<file path="config.mk">
export PLATFORM = sky130hd
export DESIGN_NAME = cfs_in_reg_flat
export DESIGN_NICKNAME = d
export VERILOG_FILES = /design/src/rtl/cfs_pkg.sv /design/src/rtl/cfs_channels.sv /design/src/rtl/cfs_in_reg.sv /design/src/flat_wrapper.sv
export SDC_FILE = /design/constraint.sdc
export NUM_CORES = 1
export LEC_CHECK = 0
export BUFFER_PORTS_ARGS = -buffer_cell sky130_fd_sc_hd__buf_2
export CORE_AREA = 2 2 39 41
export CTS_BUF_LIST = sky130_fd_sc_hd__clkbuf_4 sky130_fd_sc_hd__clkbuf_8
export DETAILED_ROUTE_END_ITERATION = 10
export DIE_AREA = 0 0 41 43
export PLACE_DENSITY = 0.58
export SYNTH_ARGS = -nofsm -noshare
export SYNTH_HDL_FRONTEND = slang
export SYNTH_SLANG_ARGS = --single-unit
</file>
<file path="constraint.sdc">
create_clock -name clk -period 1 [get_ports clk]
set_input_delay 0.1 -clock clk [delete_from_list [all_inputs] [get_ports clk]]
set_output_delay 0.1 -clock clk [all_outputs]
set_load 0.05 [all_outputs]
</file>
<file path="src/rtl/cfs_pkg.sv">
// ----------------------------------------------------------------------------
// cfs_pkg
// Shared types and constants of the command frame splitter.
// ----------------------------------------------------------------------------
`timescale 1ns / 1ps

package cfs_pkg;

  localparam logic [7:0] CMD_A      = 8'h01;
  localparam logic [7:0] CMD_B      = 8'h03;
  localparam logic [7:0] CMD_C      = 8'hFF;
  localparam logic [7:0] CMD_LEN    = 8'h04;

  localparam int CNT_W = 33;
  localparam int LEN_W = 32;

  localparam logic [CNT_W-1:0] FIXED_TOTAL = 33'd3;
  localparam logic [CNT_W-1:0] LEN_EXTRA   = 33'd8;
  localparam logic [CNT_W-1:0] HDR_END     = 33'd5;

  typedef enum logic [1:0] {
    PH_IDLE   = 2'd0,
    PH_FIXED  = 2'd1,
    PH_GATHER = 2'd2,
    PH_BODY   = 2'd3
  } phase_t;

  typedef struct packed {
    logic [7:0] frame_byte;
    logic [7:0] frame_command;
    logic       first_of_frame;
    logic       last_of_frame;
  } frame_t;

  // registered input beat handed to the parser
  typedef struct packed {
    logic       valid;
    logic [7:0] data_byte;
  } stage_t;

endpackage

</file>
<file path="src/rtl/cfs_channels.sv">
// ----------------------------------------------------------------------------
// cfs channels
// Valid/ready channels for the byte stream and the frame byte stream.
// ----------------------------------------------------------------------------
`timescale 1ns / 1ps

interface cfs_byte_if;
  logic       valid;
  logic       ready;
  logic [7:0] data_byte;

  modport source (output valid, output data_byte, input ready);
  modport sink   (input valid, input data_byte, output ready);
endinterface


</file>
<file path="src/rtl/cfs_in_reg.sv">
// ----------------------------------------------------------------------------
// cfs_in_reg
// Input register: captures one byte beat and holds it for the parser.
// ----------------------------------------------------------------------------
`timescale 1ns / 1ps

module cfs_in_reg
  import cfs_pkg::*;
(
  input  logic         clk,
  input  logic         rst_n,
  cfs_byte_if.sink     in_chan,
  input  logic         take,
  output stage_t       stage
);

  logic       valid_r;
  logic [7:0] data_r;

  assign in_chan.ready = !valid_r || take;

  always_ff @(posedge clk) begin
    if (!rst_n) begin
      valid_r <= 1'b0;
    end else if (in_chan.ready) begin
      valid_r <= in_chan.valid;
    end
  end

  always_ff @(posedge clk) begin
    if (in_chan.ready && in_chan.valid) begin
      data_r <= in_chan.data_byte;
    end
  end

  assign stage.valid     = valid_r;
  assign stage.data_byte = data_r;

endmodule

</file>
<file path="src/flat_wrapper.sv">
// flat-port wrapper written by rule: the top's interface ports become plain ports
module cfs_in_reg_flat import cfs_pkg::*;
  (clk, rst_n, take, stage, in_chan_valid, in_chan_data_byte, in_chan_ready);
  cfs_byte_if in_chan_i ();
  input  logic clk;
  input  logic rst_n;
  input  logic take;
  output stage_t stage;
  input wire logic [$bits(in_chan_i.valid)-1:0] in_chan_valid;
  input wire logic [$bits(in_chan_i.data_byte)-1:0] in_chan_data_byte;
  output wire logic [$bits(in_chan_i.ready)-1:0] in_chan_ready;
  assign in_chan_i.valid = in_chan_valid;
  assign in_chan_i.data_byte = in_chan_data_byte;
  assign in_chan_ready = in_chan_i.ready;
  cfs_in_reg u_core (.clk(clk), .rst_n(rst_n), .in_chan(in_chan_i), .take(take), .stage(stage));
endmodule
</file>
Yosys cells after proc, flatten, opt, wreduce, memory -nomap -nowiden:

Index checks and enable logic that the tools add are counted.
W data, S select, Z words.

* flip-flop bits (word level): 9
* word-level logic and storage cells: 5

* reduce and logical (&&, ||, !) cells: 3

Operator list (number)
* $logic_and A1 B1 Y1: 1
* $logic_not A1 Y1: 1
* $logic_or A1 B1 Y1: 1

Longest topological paths before layout:

Gate-level depths: netlist (run 1).

* word-level depth: 3
* mapped depth: 2
* gate-level depth less buffers: 2

Least setup slack after synthesis (run 1):

No wires, ideal clock.

* kind: flip-flop to flip-flop
* start: reg u_core.valid_r
* end: reg u_core.data_r[0] (enable)
* setup time: 0.300 ns
* arrival: 0.701 ns
* setup slack: -0.001 ns
* cell stages (with the launch flop): 3
* buffers on the path: 0
* period minus slack after synthesis: 1.001 ns
* cells stage by stage: dfxtp_1 -> nand2b_4 -> and2_4

* word-level cells in the longest chain between the ends: 3

RTL lines
* start, declared: line cfs_in_reg.sv:17 `logic valid_r;`
* start signal, assigned: line cfs_in_reg.sv:26 `valid_r <= in_chan.valid;`
* $logic_not A1 Y1: line cfs_in_reg.sv:20 `assign in_chan.ready = !valid_r || take;`
* $logic_or A1 B1 Y1: line cfs_in_reg.sv:20
* named net in_chan_ready: line flat_wrapper.sv:11 `output wire logic [$bits(in_chan_i.ready)-1:0] in_chan_ready;`
* $logic_and A1 B1 Y1: line cfs_in_reg.sv:31 `if (in_chan.ready && in_chan.valid) begin`
* end signal, assigned: line cfs_in_reg.sv:32 `data_r <= in_chan.data_byte;`
* end, declared: line cfs_in_reg.sv:18 `logic [7:0] data_r;`

The timed path passes the listed nets, and every way through them passes these cells.
A chain may end at the register's enable or synchronous reset.

Final worst setup path (run 1):

* start: reg u_core.data_r[3]
* end: out stage[3] (netlist name)

RTL lines
* end, declared: line flat_wrapper.sv:8 `output stage_t stage;`

No word-level cell between the ends.

==> impl_metrics.csv, run 1 <==
group,metric,value,unit
clock_network,clk_pin_slew,50,ps
synthesis,muxShareOfSynthArea,0,%
clock_network,cts_resized,1,
synthesis,synthCells,14,
drt,drtPass1Iterations,1,
die,die_area,0.001763,mm^2
global_route,grt_max_degree,9,
power,power_frac_clock,32.8,%
worst_setup_path,cp_max_fo,1,
sta,rsz0062_at_grt,"no",
hold_path,min_from,"in_chan_data_byte[3]",
synthesis,dominantRegCellSynth,"edfxtp_1",
sta,max_freq,1060,MHz
die,placementRows,14,
worst_setup_path,reg2reg_from,"u_core.valid_r",
synthesis,synth-xor-area-share,0,%
drt,route.detailed.drc,0,
clock_network,clock_latency,250,ps
global_route,antenna_found_initial,0,
synthesis,synth_nets,26,
sta,skew,3.019,ps
hold_path,hold_depth,1,
placement,placed_area,424.2,um^2
global_route,grt_pass1_wl,800,um
clock_network,cts_made_buffers,3,
drt,via_per_inst,3.593,
status,status,"finished, final reports clean",
worst_setup_path,critPathLaunchType,"flip-flop",
layout,synthToLayoutAreaGrowth,51.64,%
clock_network,clk_path_buf_depth,2,
synthesis,yosys.area.top_type_share,78.69,%
layout,final_area,462.9,um^2
power,p_switching,0.0002210,W
layout,fin_cells,54,
power,p_seq_share,50.3,%
layout,final_nets,51,
placement,dpl_worst_slack,114.3,ps
drt,route.antenna.remaining_nets,0,
placement,routabilityCongestion,0.5936,
sta,finalCritPeriodShare,94.30,%
run,maxCapViolations,0,
worst_setup_path,crit_family,"flip-flops",
hold_path,hold_path_class,"in -> reg",
power,swShare,25.14,%
synthesis,synth-seq-cells,9,
worst_setup_path,reg2reg_depth,2,
worst_setup_path,worstPathArrival,840,ps
worst_setup_path,worstSetupStartpoint,"u_core.data_r[3]",
synthesis,post_synth.cell_area_avg,21.81,um^2
worst_setup_path,crit_chain,"buf_2",
synthesis,synth_most_common_cell,"edfxtp_1",
power,comb_power_share,16.9,%
drt,wire_per_inst,10.22,um
placement,port_buffers,21,
worst_setup_path,required,900,ps
global_route,grt_util_all_layers,7.325,%
synthesis,synthAdderAreaFrac,0,%
worst_setup_path,critPathKind,"reg -> out",
synthesis,synth.distinct_cells,7,
sta,timing.hold.ws,28.32,ps
die,num_io_pins,22,
sta,finalHoldViolations,0,
power,p_leak,0.2105,nW
power,p_per_area,1899,mW/mm^2
clock_network,cts-root-buf,"clkbuf_4",
clock_network,htreeDepth,1,
worst_setup_path,timing.critical_path.buf_inv,1,
sta,setup_viol,0,
synthesis,synthTopCellsByArea,"edfxtp_1, dfxtp_1, nand2b_4, a21boi_2, and2_4",
clock_network,cts_tree,"yes",
synthesis,yosys_warnings,0,
power,p_int,0.0006581,W
worst_setup_path,crit_path_max_incr_delay,370,ps
die,initial_core_util,22.06,%
synthesis,synth-simple-area-share,7.377,%
sta,tightest_slew,252.3,ps
clock_network,postCtsSetupBuffers,0,
synthesis,synth_compound_area_share,3.689,%
placement,place_inst,50,
synthesis,syn-cell-area,305.3,um^2
sta,tns,0,ps
synthesis,yosysSeqAreaShare,85.25,%
sta,fin_ws,56.96,ps
layout,fill_cells,143,
synthesis,synth_async_sr_flop_share,0,%
power,ir_drop,0.5493,mV
clock_network,cts_hold_buf,0,
sta,fin_crit,943.0,ps
layout,n_antenna_cell,0,
synthesis,yosys.area.top_type,"edfxtp_1",
synthesis,synth-edff-count,8,
sta,relSlewSlack,83.30,%
clock_network,cts.sinks,9,
layout,drive_gt1_share,76.32,%
global_route,overflow,0,
worst_setup_path,path_depth,1,
drt,route.vias.total,194,
global_route,grt_pass1_vias,217,
drt,drt_iter0_markers,0,
synthesis,synth_top_family_by_area,"simple AND/OR/NAND/NOR gates",
die,dieWidth,41,um
die,core,0.001384,mm^2
drt,routed_wl,552,um
die,fp.dieH,43,um
worst_setup_path,crit_path_end_kind,"primary output",
sta,finalMaxSlewViolations,0,
worst_setup_path,crit_path_top_delay_cell,"edfxtp_1",
[layer usage]
layer / routed length [um] / part of all wire [%] / vias to the layer above / GRT usage (%)
met4: 0 / 0 / 0 / 8.000
met2: 196 / 36 / 22 / 8.750
met1: 244 / 44 / 75 / 8.389
li1: - / - / 97 / -
met3: 110 / 20 / 0 / 3.665
met5: 0 / 0 / - / 0
[flip-flops by register name, summed over array words and instances, names as in the netlist]
name	flops
u_core.valid_r	1
u_core.data_r	8
[cell families (layout without fill, tap and decap cells)]
group | count (synthesis) | after routing
buf+inv | 2 | 26
flops | 9 | 9
simple gates | 2 | 2
compound gates | 1 | 1
[cell usage in the layout, fill, tap and decap left out, drive strengths merged]
cell type,Yosys,layout
and2,1,1
clkbuf,0,5
edfxtp,8,8
nand2b,1,1
inv,1,1
dfxtp,1,1
buf,1,20
a21boi,1,1
[stage by stage]
| stage | power, W | utilization (%) |
|---|---|---|
| 6_report | 0.0008792 | 33.45 |
| 4_1_cts | 0.0008947 | 33.00 |
| 3_5_place_dp | 0.0005971 | 30.65 |
| 5_1_grt | 0.0009387 | 33.45 |
| 2_1_floorplan | 0.0005556 | - |
| 3_3_place_gp | 0.0005950 | 30.65 |
[final cells by class]
cell class,count,area (um^2),share of cell area [%]
Tap cell,16,20.02,4.324
Sequential cell,9,261.5,56.49
Multi-Input combinational cell,3,33.78,7.297
Timing Repair Buffer,21,113.9,24.59
Clock buffer,4,30.03,6.486
Inverter,1,3.754,0.8108
[power by group through the flow]
stage | sequential, W | clock, W | combinational (W)
final | 0.000442 | 0.000288 | 0.000149
after global routing | 0.000443 | 0.000338 | 0.000158
after CTS | 0.000442 | 0.000304 | 0.000148
after detailed placement | 0.000450 | 0 | 0.000147
after global placement | 0.000450 | 0 | 0.000145
after floorplan | 0.000518 | 0 | 0.0000377
[path summary, 6_finish.rpt]
| path | endpoint | slack [ps] |
|---|---|---|
| setup / recovery | stage[3] | 60 |
| hold / removal | u_core.data_r[3] | 30 |
| setup reg to reg | u_core.data_r[3] | 100 |
| hold reg to reg | u_core.valid_r | 490 |
[worst register-to-register path, delay by kind of cell, from the launching register on]
family        cells  cell delay, ps
flops             1             330
simple gates      2             280
Note: power is estimated with default switching activity, not from simulation.
==> run 2: changes to the inputs <==
--- a/config.mk
+++ b/config.mk
@@ -6,11 +6,13 @@
 export NUM_CORES = 1
 export LEC_CHECK = 0
 export BUFFER_PORTS_ARGS = -buffer_cell sky130_fd_sc_hd__buf_2
+export CELL_PAD_IN_SITES_DETAIL_PLACEMENT = 2
+export CELL_PAD_IN_SITES_GLOBAL_PLACEMENT = 2
 export CORE_AREA = 2 2 39 41
 export CTS_BUF_LIST = sky130_fd_sc_hd__clkbuf_4 sky130_fd_sc_hd__clkbuf_8
 export DETAILED_ROUTE_END_ITERATION = 10
 export DIE_AREA = 0 0 41 43
-export PLACE_DENSITY = 0.58
+export PLACE_DENSITY = 0.81
 export SYNTH_ARGS = -nofsm -noshare
 export SYNTH_HDL_FRONTEND = slang
 export SYNTH_SLANG_ARGS = --single-unit
==> impl_metrics.csv, run 2 (synthesis gave the netlist of run 1 again) <==
group,metric,value,unit
status,status,"finished, final reports clean",
drt,route.antenna.remaining_nets,0,
worst_setup_path,crit_chain,"buf_2",
drt,routed_wl,690,um
global_route,overflow,0,
die,dieWidth,41,um
sta,finalHoldViolations,0,
die,core,0.001384,mm^2
sta,relSlewSlack,83.49,%
clock_network,postCtsSetupBuffers,0,
die,die_area,0.001763,mm^2
run,maxCapViolations,0,
drt,drtPass1Iterations,3,
layout,drive_gt1_share,72.50,%
sta,tns,0,ps
sta,fin_crit,948.1,ps
global_route,grt_pass1_wl,979,um
sta,skew,1.359,ps
drt,wire_per_inst,12.32,um
drt,route.vias.total,214,
placement,routabilityCongestion,0.6942,
worst_setup_path,crit_path_end_kind,"primary output",
clock_network,htreeDepth,1,
clock_network,cts_made_buffers,3,
worst_setup_path,worstSetupStartpoint,"u_core.data_r[3]",
die,initial_core_util,22.06,%
worst_setup_path,reg2reg_depth,2,
clock_network,cts-root-buf,"clkbuf_4",
placement,place_inst,50,
layout,final_cell_mix,"buf_2, edfxtp_1, clkbuf_4, dlygate4sd3_1, buf_4",
worst_setup_path,critPathKind,"reg -> out",
worst_setup_path,timing.critical_path.buf_inv,1,
worst_setup_path,critPathLaunchType,"flip-flop",
power,p_leak,0.2194,nW
worst_setup_path,reg2reg_from,"u_core.valid_r",
layout,max_flop_register,"u_core.data_r",
clock_network,clk_path_buf_depth,2,
power,ir_drop,0.6361,mV
worst_setup_path,required,900,ps
clock_network,clock_latency,260,ps
hold_path,hold_path_class,"in -> reg",
drt,route.detailed.drc,0,
drt,drt_iter0_markers,3,
clock_network,cts.sinks,9,
worst_setup_path,cp_max_fo,1,
worst_setup_path,r2r-end,"u_core.data_r[4]",
worst_setup_path,path_depth,1,
layout,fin_cells,56,
drt,via_per_inst,3.821,
sta,rsz0062_at_grt,"no",
worst_setup_path,worstPathArrival,850,ps
sta,tightest_slew,249.4,ps
layout,final_common_cell,"buf_2",
die,fp.dieH,43,um
layout,largest_reg_flops,8,
global_route,grt_pass1_vias,205,
worst_setup_path,reg2reg_setup_slack,90,ps
sta,max_freq,1055,MHz
global_route,antenna_found_initial,0,
placement,port_buffers,21,
worst_setup_path,cp-endpoint,"stage[3]",
hold_path,hold_depth,1,
worst_setup_path,crit_family,"flip-flops",
die,num_io_pins,22,
power,p_per_area,1826,mW/mm^2
sta,setup_viol,0,
die,placementRows,14,
layout,reg_top3,"u_core.data_r (8), u_core.valid_r (1)",
global_route,grt_util_all_layers,9.378,%
layout,synthToLayoutAreaGrowth,58.20,%
layout,final_nets,53,
global_route,grt_max_degree,9,
worst_setup_path,crit_path_top_delay_cell,"edfxtp_1",
worst_setup_path,crit_path_max_incr_delay,370,ps
layout,n_antenna_cell,0,
sta,finalMaxSlewViolations,0,
clock_network,clk_pin_slew,60,ps
sta,finalCritPeriodShare,94.81,%
clock_network,cts_tree,"yes",
==> run 2: cell count changes in the layout (fill, tap and decap cells not counted) <==
cell	before	now
clkinv_2	0	1
buf_2	19	18
clkbuf_4	5	3
dlygate4sd3_1	0	2
buf_4	0	2
==> run 2: cell type report <==
type,instances,area [um^2]
inverters,1,3.754
multi-input cells,3,33.78
clock inverters,1,5.005
well taps,16,20.02
repair buffers,23,136.4
clock buffers,3,22.52
flip-flops and latches,9,261.5
fillers,159,900.9
==> run 2: what timing repair did <==
action                                  CTS  global route
resized for setup                         2             3
hold buffers                              0             2
endpoints found under the setup margin    2             2
hold endpoints to repair                  0             2
==> run 2: worst min path at each step <==
stage / from / end
after floorplan: in_chan_data_byte[0] / u_core.data_r[0]
after global placement: in_chan_data_byte[3] / u_core.data_r[3]
after detailed placement: in_chan_data_byte[0] / u_core.data_r[0]
after CTS: in_chan_data_byte[0] / u_core.data_r[0]
after global routing: in_chan_data_byte[6] / u_core.data_r[6]
final: in_chan_data_byte[5] / u_core.data_r[5]
==> run 2: where the power goes <==
group | switching, W | internal (W)
Combinational | 0.000110 | 0.0000494
Clock | 0.000132 | 0.000147
Sequential | 0.00000798 | 0.000435
Total | 0.000249 | 0.000632
==> run 2: metrics by stage <==
step                      cell area (um^2)  util, %  worst slack (ps)  hold slack, ps   power, W
after floorplan                      306.5        -             4.841           198.9  0.0005556
after global placement               424.2    30.65             131.3           279.5  0.0005963
after detailed placement             424.2    30.65             118.3           280.3  0.0005991
after CTS                            456.7    33.00             19.06           11.93  0.0008832
after global routing                 483.0    34.90             7.718           7.674  0.0009358
final                                483.0    34.90             51.92           26.84  0.0008818
==> run 2: routing by layer <==
layer	vias to the layer above	share of wire, %	GRT usage, %
met5	-	0	0
met4	0	0	4.000
met3	0	16	7.330
met2	22	44	10.63
met1	90	40	12.84
li1	102	-	-
==> run 3: changes to the inputs <==
--- a/config.mk
+++ b/config.mk
@@ -12,7 +12,7 @@
 export CTS_BUF_LIST = sky130_fd_sc_hd__clkbuf_4 sky130_fd_sc_hd__clkbuf_8
 export DETAILED_ROUTE_END_ITERATION = 10
 export DIE_AREA = 0 0 41 43
-export PLACE_DENSITY = 0.81
+export PLACE_DENSITY = 0.85
 export SYNTH_ARGS = -nofsm -noshare
 export SYNTH_HDL_FRONTEND = slang
 export SYNTH_SLANG_ARGS = --single-unit
==> impl_metrics.csv, run 3 (synthesis gave the netlist of run 1 again) <==
group,metric,value,unit
status,status,"finished, final reports clean",
worst_setup_path,r2r-end,"u_core.data_r[0]",
layout,final_common_cell,"buf_2",
global_route,overflow,0,
power,p_leak,0.2089,nW
drt,routed.top_layer,"met4",
placement,port_buffers,21,
layout,synthToLayoutAreaGrowth,50.41,%
drt,routed_wl,720,um
worst_setup_path,cp_max_fo,3,
sta,skew,1.465,ps
clock_network,htreeDepth,1,
clock_network,cts_made_buffers,3,
global_route,grt_pass1_vias,250,
drt,route.detailed.drc,0,
sta,finalHoldViolations,0,
sta,max_freq,1053,MHz
sta,finalMaxSlewViolations,0,
layout,n_antenna_cell,0,
sta,timing.hold.ws,25.03,ps
hold_path,hold_path_class,"in -> reg",
sta,setup_viol,0,
worst_setup_path,reg2reg_depth,2,
global_route,grt_util_all_layers,9.786,%
drt,wire_per_inst,13.33,um
drt,met3_length,115,um
sta,tightest_slew,255.8,ps
clock_network,cts.sinks,9,
die,fp.dieH,43,um
placement,routabilityCongestion,0.5838,
run,maxCapViolations,0,
clock_network,clk_pin_slew,50,ps
die,dieWidth,41,um
sta,relSlewSlack,83.06,%
drt,drt-met1-wl,255,um
hold_path,hold_depth,1,
power,ir_drop,0.4675,mV
clock_network,clock_latency,250,ps
worst_setup_path,crit_path_end_kind,"primary output",
die,core,0.001384,mm^2
global_route,antenna_found_initial,0,
die,die_area,0.001763,mm^2
worst_setup_path,cp-endpoint,"in_chan_ready",
die,num_io_pins,22,
layout,final_cell_mix,"buf_2, edfxtp_1, clkbuf_4",
worst_setup_path,reg2reg_from,"u_core.valid_r",
sta,fin_crit,949.8,ps
layout,drive_gt1_share,76.32,%
worst_setup_path,worstSetupStartpoint,"u_core.valid_r",
layout,largest_reg_flops,8,
sta,rsz0062_at_grt,"no",
sta,finalCritPeriodShare,94.98,%
clock_network,clk_path_buf_depth,2,
die,placementRows,14,
drt,drtPass1Iterations,1,
layout,final_nets,51,
drt,wl_met2,319,um
worst_setup_path,critPathKind,"reg -> out",
clock_network,cts_tree,"yes",
worst_setup_path,critPathLaunchType,"flip-flop",
drt,route.antenna.remaining_nets,0,
clock_network,cts-root-buf,"clkbuf_4",
drt,drt_iter0_markers,0,
power,p_per_area,1916,mW/mm^2
drt,route.vias.total,212,
worst_setup_path,worstPathArrival,850,ps
layout,reg_top3,"u_core.data_r (8), u_core.valid_r (1)",
clock_network,cts_hold_buf,0,
global_route,grt_pass1_wl,986,um
global_route,grt_max_degree,9,
worst_setup_path,required,900,ps
sta,tns,0,ps
layout,max_flop_register,"u_core.data_r",
worst_setup_path,reg2reg_setup_slack,110,ps
die,initial_core_util,22.06,%
drt,via_per_inst,3.926,
-- run 3: cell count changes in the layout (fill, tap and decap cells not counted), sizes merged --
cell	previous run	this run
clkbuf	3	5
dlygate4sd3	2	0
buf	21	20
clkinv	1	0
-- run 3: critical path, cell delays in order, from the launching register on --
cell,delay (ps)
dfxtp_2,330
nand2b_4,70
buf_4,190
-- run 3: per-layer routing --
layer	vias to the layer above	track usage, %
li1	96	-
met1	87	7.432
met2	25	15.31
met3	4	3.665
met4	0	12.00
met5	-	0
-- run 3: stage by stage --
| step | total power [W] | worst slack, ps | instance area, um^2 | instances | utilization, % |
|---|---|---|---|---|---|
| after floorplan | 0.0005556 | 4.841 | 306.5 | 14 | - |
| after global placement | 0.0005964 | 135.5 | 424.2 | 50 | 30.65 |
| after detailed placement | 0.0006011 | 110.7 | 424.2 | 50 | 30.65 |
| after CTS | 0.0009006 | 13.80 | 456.7 | 54 | 33.00 |
| after global routing | 0.0009244 | 10.89 | 459.2 | 54 | 33.18 |
| final | 0.0008797 | 50.23 | 459.2 | 54 | 33.18 |
-- run 3: worst min-delay path by stage --
stage,to,from,slack (ps)
2_1_floorplan,u_core.data_r[0],in_chan_data_byte[0],200
3_3_place_gp,u_core.data_r[0],in_chan_data_byte[0],280
3_5_place_dp,u_core.data_r[0],in_chan_data_byte[0],280
4_1_cts,u_core.data_r[0],in_chan_data_byte[0],10
5_1_grt,u_core.data_r[5],in_chan_data_byte[5],20
6_report,u_core.data_r[0],in_chan_data_byte[0],30
-- run 3: where the power goes --
group	switching (W)	leakage, nW	internal [W]
Sequential	0.00000769	0.0860	0.000436
Clock	0.000108	0.0184	0.000180
Combinational	0.000107	0.104	0.0000415
Total	0.000223	0.209	0.000657
-- run 3: final cells by class --
class                   count  area, um^2
clock buffers               4       30.03
fillers                   147       924.6
well taps                  16       20.02
inverters                   1       3.754
repair buffers             21       110.1
flip-flops and latches      9       261.5
multi-input cells           3       33.78
-- run 3: repair_timing --
action	4_1_cts	5_1_grt
gates resized for setup	1	1
pin swaps	0	0
endpoints found under the hold margin	0	0
setup endpoints to repair	1	1
cloned	0	0
setup buffers	0	0
